<file path="src/rtl/sba_pkg.sv">
// Shared package for the slab bitmap allocator.
// Holds op and status codes, bitmap word geometry and the structs between blocks.
// No dependencies.
package sba_pkg;

   localparam int SLAB_NODES_DEF = 256;
   localparam int WORD_BITS      = 16;
   localparam logic [WORD_BITS-1:0] WORD_ONES = 16'hFFFF;
   localparam int BIT_SEL_MAX    = 15;

   localparam logic [1:0] OP_ALLOC1 = 2'd0;
   localparam logic [1:0] OP_ALLOCN = 2'd1;
   localparam logic [1:0] OP_FREE   = 2'd2;
   localparam logic [1:0] OP_SIZE   = 2'd3;

   localparam logic [1:0] ST_OK      = 2'd0;
   localparam logic [1:0] ST_NOSPACE = 2'd1;
   localparam logic [1:0] ST_NOTALLC = 2'd2;
   localparam logic [1:0] ST_MISUSE  = 2'd3;

   typedef struct packed {
      logic set_used;
      logic clr_used;
      logic set_start;
      logic clr_start;
   } bm_cmd_type;

   typedef struct packed {
      logic busy;
      logic hit;
      logic used;
      logic start;
   } bm_rsp_type;

   typedef struct packed {
      logic [8:0] in_use;
      logic [8:0] run_length;
      logic [7:0] position;
      logic [1:0] status;
   } result_type;

endpackage

</file>
<file path="src/rtl/slab_bitmap_allocator_top.sv">
// Slab bitmap allocator: request channel in, one response beat per request out.
// Clears the bitmap memory word by word after reset, taking no request meanwhile.
// Requests on req_*: op, node_count, node_index; responses on rsp_*: status,
// position, run_length and the node count in use after the request.
// One request is worked at a time; req_tready is low while it runs.
// The sequencer steps one node per cycle through the bitmap word buffer while it
// holds the node's word; a step into another 16-node word first waits for that
// word to be read from memory into the buffer.
// An allocation marks its nodes one by one; a first-fit search, a free or a size
// query walks the bitmap node by node.
// The response sits in an output register: when the receiver stalls it holds,
// and the next request may be taken and worked meanwhile; the sequencer then
// waits with its result until the register is free.
// Synchronous active-high reset empties the slab and drops any pending beat.
// Depends on sba_pkg, sba_seq and sba_bitmap.
module slab_bitmap_allocator_top #(
   parameter int SLAB_NODES = sba_pkg::SLAB_NODES_DEF
) (
   input  logic        clock,
   input  logic        reset,
   input  logic        req_tvalid,
   output logic        req_tready,
   input  logic [23:0] req_tdata,  // op[1:0], node_count[10:2], node_index[18:11]
   output logic        rsp_tvalid,
   input  logic        rsp_tready,
   output logic [31:0] rsp_tdata   // status[1:0], position[9:2], run_length[18:10], in_use[27:19]
);
   import sba_pkg::*;

   localparam int NW = $clog2(SLAB_NODES) + 1;

   logic          probe;
   logic [NW-1:0] node;
   bm_cmd_type    cmd;
   bm_rsp_type    bm;
   result_type    res;
   logic          res_valid;
   logic          res_ready;
   logic          rsp_valid_ff, rsp_valid_in;
   result_type    rsp_data_ff, rsp_data_in;

   assign res_ready = !rsp_valid_ff || rsp_tready;

   sba_seq #(.SLAB_NODES(SLAB_NODES)) u_seq (
      .clock     (clock),
      .reset     (reset),
      .in_valid  (req_tvalid),
      .in_ready  (req_tready),
      .in_op     (req_tdata[1:0]),
      .in_count  (req_tdata[10:2]),
      .in_index  (req_tdata[18:11]),
      .res_valid (res_valid),
      .res_ready (res_ready),
      .res       (res),
      .probe     (probe),
      .node      (node),
      .cmd       (cmd),
      .bm        (bm)
   );

   sba_bitmap #(.SLAB_NODES(SLAB_NODES)) u_bitmap (
      .clock (clock),
      .reset (reset),
      .probe (probe),
      .node  (node),
      .cmd   (cmd),
      .rsp   (bm)
   );

   always_comb begin
      rsp_valid_in = rsp_valid_ff;
      rsp_data_in  = rsp_data_ff;
      if (rsp_valid_ff && rsp_tready) begin
         rsp_valid_in = 1'b0;
      end
      if (res_valid && res_ready) begin
         rsp_valid_in = 1'b1;
         rsp_data_in  = res;
      end
   end

   always_ff @(posedge clock) begin
      if (reset) begin
         rsp_valid_ff <= 1'b0;
      end else begin
         rsp_valid_ff <= rsp_valid_in;
      end
      rsp_data_ff <= rsp_data_in;
   end

   assign rsp_tvalid = rsp_valid_ff;
   assign rsp_tdata  = {4'b0, rsp_data_ff.in_use, rsp_data_ff.run_length,
                        rsp_data_ff.position, rsp_data_ff.status};

endmodule

</file>
<file path="src/rtl/sba_bitmap.sv">
// Used and start bitmaps held as 16-node words in one memory, with a one-word buffer.
// Clears the memory after reset; depends on sba_pkg.
module sba_bitmap #(
   parameter int SLAB_NODES = sba_pkg::SLAB_NODES_DEF,
   localparam int NW = $clog2(SLAB_NODES) + 1
) (
   input  logic                clock,
   input  logic                reset,
   input  logic                probe,
   input  logic [NW-1:0]       node,
   input  sba_pkg::bm_cmd_type cmd,
   output sba_pkg::bm_rsp_type rsp
);
   import sba_pkg::*;

   localparam int WORDS = SLAB_NODES / WORD_BITS;
   localparam int WAW   = (WORDS > 1) ? $clog2(WORDS) : 1;

   logic [2*WORD_BITS-1:0] mem [WORDS];
   logic [2*WORD_BITS-1:0] rd_data_ff;

   logic                 clr_busy_ff, clr_busy_in;
   logic [WAW-1:0]       clr_addr_ff, clr_addr_in;
   logic [WORD_BITS-1:0] buf_used_ff, buf_used_in;
   logic [WORD_BITS-1:0] buf_start_ff, buf_start_in;
   logic [WAW-1:0]       buf_addr_ff, buf_addr_in;
   logic                 buf_valid_ff, buf_valid_in;
   logic                 buf_dirty_ff, buf_dirty_in;
   logic                 fill_ff, fill_in;
   logic [WAW-1:0]       fill_addr_ff, fill_addr_in;

   logic [WAW-1:0]         wa;
   logic [3:0]             bsel;
   logic                   hit;
   logic                   we, re;
   logic [WAW-1:0]         waddr, raddr;
   logic [2*WORD_BITS-1:0] wdata;

   assign wa   = WAW'(node >> 4);
   assign bsel = node[3:0];
   assign hit  = buf_valid_ff && !fill_ff && !clr_busy_ff && (buf_addr_ff == wa);

   assign rsp.busy  = clr_busy_ff;
   assign rsp.hit   = hit;
   assign rsp.used  = buf_used_ff[bsel];
   assign rsp.start = buf_start_ff[bsel];

   always_comb begin
      we           = 1'b0;
      re           = 1'b0;
      waddr        = buf_addr_ff;
      raddr        = wa;
      wdata        = {buf_start_ff, buf_used_ff};
      clr_busy_in  = clr_busy_ff;
      clr_addr_in  = clr_addr_ff;
      buf_used_in  = buf_used_ff;
      buf_start_in = buf_start_ff;
      buf_addr_in  = buf_addr_ff;
      buf_valid_in = buf_valid_ff;
      buf_dirty_in = buf_dirty_ff;
      fill_in      = 1'b0;
      fill_addr_in = fill_addr_ff;
      if (clr_busy_ff) begin
         we          = 1'b1;
         waddr       = clr_addr_ff;
         wdata       = '0;
         clr_addr_in = clr_addr_ff + 1'b1;
         if (clr_addr_ff == WAW'(WORDS - 1)) begin
            clr_busy_in = 1'b0;
         end
      end else if (fill_ff) begin
         buf_used_in  = rd_data_ff[WORD_BITS-1:0] & WORD_ONES;
         buf_start_in = rd_data_ff[2*WORD_BITS-1:WORD_BITS];
         buf_addr_in  = fill_addr_ff;
         buf_valid_in = 1'b1;
         buf_dirty_in = 1'b0;
      end else if (probe && !hit) begin
         re           = 1'b1;
         we           = buf_valid_ff && buf_dirty_ff;
         fill_in      = 1'b1;
         fill_addr_in = wa;
      end else if (probe && hit) begin
         if (cmd.set_used) begin
            buf_used_in[bsel] = 1'b1;
         end
         if (cmd.clr_used) begin
            buf_used_in[bsel] = 1'b0;
         end
         if (cmd.set_start) begin
            buf_start_in[bsel] = 1'b1;
         end
         if (cmd.clr_start) begin
            buf_start_in[bsel] = 1'b0;
         end
         if (cmd.set_used || cmd.clr_used || cmd.set_start || cmd.clr_start) begin
            buf_dirty_in = 1'b1;
         end
      end
   end

   always_ff @(posedge clock) begin
      if (we) begin
         mem[waddr] <= wdata;
      end
      if (re) begin
         rd_data_ff <= mem[raddr];
      end
   end

   always_ff @(posedge clock) begin
      if (reset) begin
         clr_busy_ff  <= 1'b1;
         clr_addr_ff  <= '0;
         buf_valid_ff <= 1'b0;
         buf_dirty_ff <= 1'b0;
         fill_ff      <= 1'b0;
      end else begin
         clr_busy_ff  <= clr_busy_in;
         clr_addr_ff  <= clr_addr_in;
         buf_valid_ff <= buf_valid_in;
         buf_dirty_ff <= buf_dirty_in;
         fill_ff      <= fill_in;
      end
      buf_used_ff  <= buf_used_in;
      buf_start_ff <= buf_start_in;
      buf_addr_ff  <= buf_addr_in;
      fill_addr_ff <= fill_addr_in;
   end

endmodule

</file>
<file path="src/rtl/sba_seq.sv">
// Sequencer for allocate, free and size query, one bitmap node per step.
// Holds the marks and the node count; depends on sba_pkg and drives sba_bitmap.
module sba_seq #(
   parameter int SLAB_NODES = sba_pkg::SLAB_NODES_DEF,
   localparam int NW = $clog2(SLAB_NODES) + 1
) (
   input  logic                clock,
   input  logic                reset,
   input  logic                in_valid,
   output logic                in_ready,
   input  logic [1:0]          in_op,
   input  logic [8:0]          in_count,
   input  logic [7:0]          in_index,
   output logic                res_valid,
   input  logic                res_ready,
   output sba_pkg::result_type res,
   output logic                probe,
   output logic [NW-1:0]       node,
   output sba_pkg::bm_cmd_type cmd,
   input  sba_pkg::bm_rsp_type bm
);
   import sba_pkg::*;

   localparam logic [3:0] S_INIT   = 4'd0;
   localparam logic [3:0] S_IDLE   = 4'd1;
   localparam logic [3:0] S_DEC    = 4'd2;
   localparam logic [3:0] S_GRANT  = 4'd3;
   localparam logic [3:0] S_FFSCAN = 4'd4;
   localparam logic [3:0] S_SKIP   = 4'd5;
   localparam logic [3:0] S_RUN    = 4'd6;
   localparam logic [3:0] S_FIX    = 4'd7;
   localparam logic [3:0] S_CHK    = 4'd8;
   localparam logic [3:0] S_REND   = 4'd9;
   localparam logic [3:0] S_DOWN   = 4'd10;
   localparam logic [3:0] S_DONE   = 4'd11;

   localparam logic [1:0] G_DONE   = 2'd0;
   localparam logic [1:0] G_FFSCAN = 2'd1;
   localparam logic [1:0] G_FIX    = 2'd2;
   localparam logic [1:0] G_UHMAX  = 2'd3;

   localparam logic [NW-1:0] NODES   = NW'(SLAB_NODES);
   localparam logic [NW:0]   NODES_W = (NW+1)'(SLAB_NODES);

   logic [3:0]    st_ff, st_in;
   logic [1:0]    op_ff, op_in;
   logic [8:0]    cnt_ff, cnt_in;
   logic [7:0]    idx_ff, idx_in;
   logic [NW-1:0] ptr_ff, ptr_in;
   logic [NW-1:0] base_ff, base_in;
   logic [NW-1:0] size_ff, size_in;
   logic [NW-1:0] ff_ff, ff_in;
   logic [NW-1:0] ul_ff, ul_in;
   logic [NW-1:0] uh_ff, uh_in;
   logic [NW-1:0] use_ff, use_in;
   logic [1:0]    gmode_ff, gmode_in;
   logic [1:0]    status_ff, status_in;
   logic [7:0]    pos_ff, pos_in;
   logic [8:0]    len_ff, len_in;

   logic [NW:0]   base_end;
   logic [NW:0]   ptr_size;
   logic [NW:0]   uh_cnt;
   logic [NW-1:0] ptr_inc;
   logic [NW-1:0] uh_max;
   logic [NW-1:0] ff_min;
   logic [NW-1:0] ul_upd;
   logic          idx_oor;
   logic          cnt_big;
   logic          stop;

   assign base_end = {1'b0, base_ff} + {1'b0, size_ff};
   assign ptr_size = {1'b0, ptr_ff} + {1'b0, size_ff};
   assign uh_cnt   = {1'b0, uh_ff} + (NW+1)'(cnt_ff);
   assign ptr_inc  = ptr_ff + 1'b1;
   assign uh_max   = (base_end > {1'b0, uh_ff}) ? NW'(base_end) : uh_ff;
   assign ff_min   = (base_ff < ff_ff) ? base_ff : ff_ff;
   assign ul_upd   = (base_ff == ul_ff) ? ptr_ff : ul_ff;
   assign idx_oor  = 32'(idx_ff) >= SLAB_NODES;
   assign cnt_big  = 32'(cnt_ff) > SLAB_NODES;

   assign in_ready       = (st_ff == S_IDLE);
   assign res_valid      = (st_ff == S_DONE);
   assign res.status     = status_ff;
   assign res.position   = pos_ff;
   assign res.run_length = len_ff;
   assign res.in_use     = 9'(use_ff);
   assign node           = ptr_ff;

   always_comb begin
      st_in     = st_ff;
      op_in     = op_ff;
      cnt_in    = cnt_ff;
      idx_in    = idx_ff;
      ptr_in    = ptr_ff;
      base_in   = base_ff;
      size_in   = size_ff;
      ff_in     = ff_ff;
      ul_in     = ul_ff;
      uh_in     = uh_ff;
      use_in    = use_ff;
      gmode_in  = gmode_ff;
      status_in = status_ff;
      pos_in    = pos_ff;
      len_in    = len_ff;
      probe     = 1'b0;
      cmd       = '0;
      stop      = 1'b0;
      case (st_ff)
         S_INIT: begin
            if (!bm.busy) begin
               st_in = S_IDLE;
            end
         end
         S_IDLE: begin
            if (in_valid) begin
               op_in  = in_op;
               cnt_in = in_count;
               idx_in = in_index;
               st_in  = S_DEC;
            end
         end
         S_DEC: begin
            status_in = ST_OK;
            pos_in    = '0;
            len_in    = '0;
            case (op_ff)
               OP_ALLOC1: begin
                  if (uh_ff < NODES) begin
                     base_in  = uh_ff;
                     size_in  = NW'(1);
                     ptr_in   = uh_ff;
                     ul_in    = (ul_ff > uh_ff) ? uh_ff : ul_ff;
                     use_in   = use_ff + 1'b1;
                     pos_in   = 8'(uh_ff);
                     ff_in    = (ff_ff == uh_ff) ? uh_ff + 1'b1 : ff_ff;
                     uh_in    = uh_ff + 1'b1;
                     gmode_in = G_DONE;
                     st_in    = S_GRANT;
                  end else if (ff_ff < NODES) begin
                     base_in  = ff_ff;
                     size_in  = NW'(1);
                     ptr_in   = ff_ff;
                     ul_in    = (ul_ff > ff_ff) ? ff_ff : ul_ff;
                     use_in   = use_ff + 1'b1;
                     pos_in   = 8'(ff_ff);
                     gmode_in = G_FFSCAN;
                     st_in    = S_GRANT;
                  end else begin
                     status_in = ST_NOSPACE;
                     st_in     = S_DONE;
                  end
               end
               OP_ALLOCN: begin
                  if (cnt_ff == '0) begin
                     status_in = ST_MISUSE;
                     st_in     = S_DONE;
                  end else if (cnt_big) begin
                     status_in = ST_NOSPACE;
                     st_in     = S_DONE;
                  end else if (uh_cnt <= NODES_W) begin
                     base_in  = uh_ff;
                     size_in  = NW'(cnt_ff);
                     ptr_in   = uh_ff;
                     ul_in    = (ul_ff > uh_ff) ? uh_ff : ul_ff;
                     use_in   = use_ff + NW'(cnt_ff);
                     pos_in   = 8'(uh_ff);
                     ff_in    = (ff_ff == uh_ff) ? NW'(uh_cnt) : ff_ff;
                     uh_in    = NW'(uh_cnt);
                     gmode_in = G_DONE;
                     st_in    = S_GRANT;
                  end else begin
                     size_in = NW'(cnt_ff);
                     ptr_in  = ff_ff;
                     st_in   = S_SKIP;
                  end
               end
               default: begin
                  if (idx_oor) begin
                     status_in = ST_MISUSE;
                     st_in     = S_DONE;
                  end else begin
                     ptr_in  = NW'(idx_ff);
                     base_in = NW'(idx_ff);
                     st_in   = S_CHK;
                  end
               end
            endcase
         end
         S_GRANT: begin
            probe = 1'b1;
            if (bm.hit) begin
               cmd.set_used  = 1'b1;
               cmd.set_start = (ptr_ff == base_ff);
               ptr_in        = ptr_inc;
               if ({1'b0, ptr_inc} == base_end) begin
                  case (gmode_ff)
                     G_FFSCAN: st_in = S_FFSCAN;
                     G_FIX:    st_in = S_FIX;
                     G_UHMAX: begin
                        uh_in = uh_max;
                        st_in = S_DONE;
                     end
                     default:  st_in = S_DONE;
                  endcase
               end
            end
         end
         S_FFSCAN: begin
            if (ptr_ff >= NODES) begin
               ff_in = NODES;
               st_in = S_DONE;
            end else begin
               probe = 1'b1;
               if (bm.hit) begin
                  if (!bm.used) begin
                     ff_in = ptr_ff;
                     st_in = S_DONE;
                  end else begin
                     ptr_in = ptr_inc;
                  end
               end
            end
         end
         S_SKIP: begin
            if (ptr_size > NODES_W) begin
               status_in = ST_NOSPACE;
               st_in     = S_DONE;
            end else begin
               probe = 1'b1;
               if (bm.hit) begin
                  ptr_in = ptr_inc;
                  if (!bm.used) begin
                     base_in = ptr_ff;
                     st_in   = S_RUN;
                  end
               end
            end
         end
         S_RUN: begin
            if ({1'b0, ptr_ff} == base_end) begin
               ul_in    = (ul_ff > base_ff) ? base_ff : ul_ff;
               use_in   = use_ff + size_ff;
               pos_in   = 8'(base_ff);
               gmode_in = (base_ff == ff_ff) ? G_FIX : G_UHMAX;
               ptr_in   = base_ff;
               st_in    = S_GRANT;
            end else begin
               probe = 1'b1;
               if (bm.hit) begin
                  if (bm.used) begin
                     st_in = S_SKIP;
                  end else begin
                     ptr_in = ptr_inc;
                  end
               end
            end
         end
         S_FIX: begin
            if (ptr_ff >= uh_ff && ptr_ff >= NODES) begin
               ff_in = ptr_ff;
               uh_in = uh_max;
               st_in = S_DONE;
            end else begin
               probe = 1'b1;
               if (bm.hit) begin
                  if (ptr_ff >= uh_ff) begin
                     ff_in = bm.used ? NODES : ptr_ff;
                     uh_in = uh_max;
                     st_in = S_DONE;
                  end else if (!bm.used) begin
                     ff_in = ptr_ff;
                     uh_in = uh_max;
                     st_in = S_DONE;
                  end else begin
                     ptr_in = ptr_inc;
                  end
               end
            end
         end
         S_CHK: begin
            probe = 1'b1;
            if (bm.hit) begin
               if (op_ff == OP_FREE && !bm.used) begin
                  status_in = ST_NOTALLC;
                  st_in     = S_DONE;
               end else if (!bm.start) begin
                  status_in = ST_MISUSE;
                  st_in     = S_DONE;
               end else begin
                  if (op_ff == OP_FREE) begin
                     cmd.clr_used  = 1'b1;
                     cmd.clr_start = 1'b1;
                     use_in        = use_ff - 1'b1;
                  end
                  ptr_in = ptr_inc;
                  st_in  = S_REND;
               end
            end
         end
         S_REND: begin
            if (ptr_ff == uh_ff || ptr_ff >= NODES) begin
               stop = 1'b1;
            end else begin
               probe = 1'b1;
               if (bm.hit) begin
                  if (!bm.start && bm.used) begin
                     if (op_ff == OP_FREE) begin
                        cmd.clr_used = 1'b1;
                        use_in       = use_ff - 1'b1;
                     end
                     ptr_in = ptr_inc;
                  end else begin
                     stop = 1'b1;
                  end
               end
            end
            if (stop) begin
               st_in = S_DONE;
               if (op_ff == OP_SIZE) begin
                  len_in = 9'(ptr_ff - base_ff);
               end else begin
                  ff_in = ff_min;
                  ul_in = ul_upd;
                  if (ptr_ff == uh_ff) begin
                     if (ul_upd == uh_ff) begin
                        ff_in = '0;
                        ul_in = '0;
                        uh_in = '0;
                     end else if (ff_min == base_ff) begin
                        uh_in = base_ff;
                     end else begin
                        ptr_in = base_ff;
                        st_in  = S_DOWN;
                     end
                  end
               end
            end
         end
         S_DOWN: begin
            probe = 1'b1;
            if (bm.hit) begin
               if (bm.used) begin
                  uh_in = ptr_inc;
                  ff_in = (ff_ff > ptr_inc) ? ptr_inc : ff_ff;
                  st_in = S_DONE;
               end else if (ptr_ff == '0) begin
                  uh_in = '0;
                  ff_in = '0;
                  st_in = S_DONE;
               end else begin
                  ptr_in = ptr_ff - 1'b1;
               end
            end
         end
         S_DONE: begin
            if (res_ready) begin
               st_in = S_IDLE;
            end
         end
         default: st_in = S_INIT;
      endcase
   end

   always_ff @(posedge clock) begin
      if (reset) begin
         st_ff  <= S_INIT;
         ff_ff  <= '0;
         ul_ff  <= '0;
         uh_ff  <= '0;
         use_ff <= '0;
      end else begin
         st_ff  <= st_in;
         ff_ff  <= ff_in;
         ul_ff  <= ul_in;
         uh_ff  <= uh_in;
         use_ff <= use_in;
      end
      op_ff     <= op_in;
      cnt_ff    <= cnt_in;
      idx_ff    <= idx_in;
      ptr_ff    <= ptr_in;
      base_ff   <= base_in;
      size_ff   <= size_in;
      gmode_ff  <= gmode_in;
      status_ff <= status_in;
      pos_ff    <= pos_in;
      len_ff    <= len_in;
   end

endmodule

</file>
<file path="config.mk">
export PLATFORM = sky130hd
export DESIGN_NAME = slab_bitmap_allocator_top
export DESIGN_NICKNAME = d
export VERILOG_FILES = /design/src/rtl/sba_pkg.sv /design/src/rtl/slab_bitmap_allocator_top.sv /design/src/rtl/sba_bitmap.sv /design/src/rtl/sba_seq.sv
export SDC_FILE = /design/constraint.sdc
export NUM_CORES = 1
export LEC_CHECK = 0
export ABC_AREA = 1
export BUFFER_PORTS_ARGS = -buffer_cell sky130_fd_sc_hd__buf_2
export CORE_ASPECT_RATIO = 1.25
export CORE_MARGIN = 2
export CORE_UTILIZATION = 25
export CTS_CLUSTER_SIZE = 28
export DETAILED_ROUTE_END_ITERATION = 10
export HOLD_SLACK_MARGIN = 0.02
export PLACE_DENSITY = 0.48
export SLEW_MARGIN = 5
export SYNTH_ARGS = -nofsm -noshare
export SYNTH_HDL_FRONTEND = slang
export SYNTH_HIERARCHICAL = 1
export SYNTH_SLANG_ARGS = --single-unit
export TNS_END_PERCENT = 5
</file>
<file path="constraint.sdc">
create_clock -name clock -period 4.32 [get_ports clock]
set_input_delay 0.864 -clock clock [delete_from_list [all_inputs] [get_ports clock]]
set_output_delay 0.864 -clock clock [all_outputs]
set_load 0.03 [all_outputs]
</file>
==> results_dict.tcl <==
set metrics [dict create \
    status "complete, no violations" \
    final_common_cell "nand2_1" \
    synth_ff_type "edfxtp_1" \
    worst-path-max-fanout 9 \
    cts.root.buffer_cell "clkbuf_16" \
    route.top_layer_used "met5" \
    post_synth.cell_area_avg_um2 9.71 \
    antenna_found_initial 2 \
    max_freq_ghz 0.236 \
    die_area_um2 151000 \
    clk_pin_slew_worst_paths_ns 0.06 \
    crit_path_end_kind "register" \
    routed_wirelength_mm 131 \
    wl_per_cell_um 22.2 \
    row_count 157 \
    finish.net_count 4071 \
    drtPass1Iterations 6 \
    yosys.cell_types.count 61 \
    wl_met2_mm 64.0 \
    drcViolationCount 0 \
    yosysWarnings 6 \
    power-per-cell-area_nw_per_um2 685 \
    final_area_um2 43000 \
    globalplace.congestion 0.996 \
    place.port_buffers 52 \
    final_cell_mix "nand2_1, edfxtp_1, nor2_1, o21ai_0, inv_1" \
    num_vias 29177 \
    synth-seq-cells 728 \
    hold_class "input port to register" \
    synthesis.instances 3816 \
    synth-edff-count 679 \
    total_cts_buffers 79 \
    dpl.hpwl_mm 86.0 \
    dp.cells 5746 \
    core_area_um2 147000 \
    largest_voltage_drop_on_the_vdd_net_v 0.000534 \
    ys_seq_area_frac 0.577 \
    setup_total_negative_slack_ns 0 \
    detail_route.iter0.violations 2269 \
    number_of_global_route_vias_before_repair 28368 \
    p_leak_nw 16.7 \
    timing.max_slew.rel_slack 0.185 \
    final_layout_size_suffix_gt1_frac 0.106 \
    hold_ws_ns 0.353 \
    synth_to_layout_area_growth_pct 16.1 \
    clk_latency_ns 0.69 \
    post_dp_cell_area_um2 40400 \
    cts_tree "done" \
    worst_setup_path_start_kind "register" \
    multi_input_area_um2 13900 \
    synthesis.area_um2 37100 \
    layout_min_cycle_time_ns 4.24 \
    die_h_um 434 \
    routed-wl-met3_mm 6.73 \
    worst_setup_path_category "register to register" \
    finalSetupViolCount 0 \
    layout.area.seq_um2 21400 \
    max_cap_violations 0 \
    routedLengthMet1_mm 52.1 \
    cts-root-to-sink-buffers 3 \
    globalRouteOverflowTotal 0 \
    fillers 15191 \
    avgViaCountPerCell 4.95 \
    layout.cells.non_filler 5893 \
    required_time_at_the_endpoint_of_the_critical_path_ns 4.68 \
    grt_pass1_wl_mm 191 \
    share_of_flip_flops_with_an_asynchronous_set_or_reset_after_synthesis 0 \
    numClockSinks 728 \
    cp.arrival_ns 4.60 \
    period_share 0.981 \
    initial_core_util 0.253 \
    final-max-slew-violation-count 0 \
    antenna_cells_inserted 0 \
    timing_hold_violations_final 0 \
    detail-route-antenna-nets 0 \
    boundary_pin_count 62 \
    cts_hold_repair.buffers 0 \
    max_slew.worst_pin.slew_ns 1.22 \
    htree_depth 3 \
    pre_cts_slack_ns -0.117 \
    finClkSkew_ns 0.0396 \
    grt_max_degree 188 \
    timing.final.ws_setup_ns 0.0823 \
    ff2ff_setup_slack_ns 0.08 \
    grt_use_total 0.170 \
    rsz_0062_raised_after_global_routing "no" \
    floorplan.die.width_um 348 \
]
-- cell type report --
type	instances	area share
clock buffers	99	0.0482
clock inverters	46	0.0123
inverters	285	0.0251
multi-input cells	2620	0.323
flip-flops and latches	728	0.497
well taps	1908	0.0555
repair buffers	207	0.0390
-- path summary, 6_finish.rpt --
path,from,cells past startpoint,endpoint
setup reg to reg,u_seq/cnt_ff[0]$_DFFE_PP_,13,u_seq/node[5]$_DFFE_PP_
setup / recovery,u_seq/cnt_ff[0]$_DFFE_PP_,13,u_seq/node[5]$_DFFE_PP_
hold reg to reg,u_seq/len_ff[1]$_SDFFCE_PN0P_,0,rsp_tdata[11]$_DFFE_PP_
hold / removal,req_tdata[2],1,u_seq/cnt_ff[0]$_DFFE_PP_
-- timing repair --
item,4_1_cts,5_1_grt
pin swaps,0,1
buffers inserted,0,2
resized for setup,1,2
endpoints found under the setup margin,9,80
cloned,0,0
-- through the flow --
step	util	power, mW
floorplan	-	17.7
global placement	0.275	22.6
detailed placement	0.275	22.6
CTS	0.293	29.5
global route	0.293	31.3
finish	0.293	29.5
-- registers in the layout, indices dropped and copies added (netlist names), 16 cells and up --
name	cells
u_bitmap/rd_data_ff	32
u_bitmap/mem	512
rsp_tdata	28
u_bitmap/buf_start_ff	16
u_bitmap/buf_used_ff	16
-- kinds of logic (layout without fill, tap and decap cells) --
family,after synthesis,in the layout,share of synthesized area
buf+inv,471,637,0.0532
xor+xnor,32,32,0.00777
fa+ha+maj,122,122,0.0422
other cells,1,4,0.000101
mux,2,2,0.000540
simple gates,1581,1581,0.180
flops,728,728,0.577
compound gates,879,879,0.140
-- critical path, stage by stage (launching register included) --
cell	delay (ns)
edfxtp_1	0.61
nor4_2	0.72
buf_4	0.22
nand2_1	0.14
ha_1	0.28
nor2_1	0.12
buf_4	0.15
o21ai_0	0.14
nand2_1	0.17
o21ai_0	0.12
a2111oi_0	0.51
o2111ai_1	0.19
a21oi_1	0.26
buf_4	0.27
-- synthesized netlist by cell type (6+ instances only) --
master | instances | area share
nor3_1 | 31 | 0.0042
nor2_2 | 11 | 0.0019
a21oi_1 | 134 | 0.018
nor2_1 | 544 | 0.055
ha_1 | 117 | 0.040
nand3_1 | 209 | 0.028
xnor2_1 | 11 | 0.0026
or2_2 | 8 | 0.0014
a31oi_1 | 6 | 0.0010
nand4_1 | 33 | 0.0056
a22oi_1 | 19 | 0.0038
nand3_2 | 7 | 0.0019
o21ai_1 | 112 | 0.015
nor4_1 | 8 | 0.0014
a211oi_1 | 10 | 0.0020
o22ai_1 | 28 | 0.0047
o221ai_1 | 83 | 0.020
clkinv_1 | 10 | 0.0010
nor2_4 | 7 | 0.0021
nand3b_1 | 21 | 0.0043
nand2_1 | 681 | 0.069
a21oi_2 | 16 | 0.0038
nand2_2 | 10 | 0.0017
dfxtp_1 | 49 | 0.026
o21ai_0 | 364 | 0.049
buf_2 | 59 | 0.0080
buf_1 | 9 | 0.00091
xor2_1 | 20 | 0.0047
o31ai_1 | 8 | 0.0016
edfxtp_1 | 679 | 0.55
buf_6 | 7 | 0.0021
clkbuf_1 | 91 | 0.0092
buf_4 | 20 | 0.0041
o211ai_1 | 66 | 0.013
inv_1 | 253 | 0.026
inv_2 | 21 | 0.0021
o21bai_1 | 7 | 0.0014
-- metal layers --
metal  up-vias  track usage
li1      13727            -
met1     14226        0.200
met2       918        0.295
met3       302       0.0253
met4         4        0.101
met5         -            0
-- power by group --
group / leakage [nW] / switching [mW] / internal (mW)
clock network: 1.25 / 2.96 / 3.87
registers: 7.50 / 0.375 / 8.22
logic: 7.96 / 9.74 / 4.31
No activity file was read; power rests on OpenSTA's default activity.
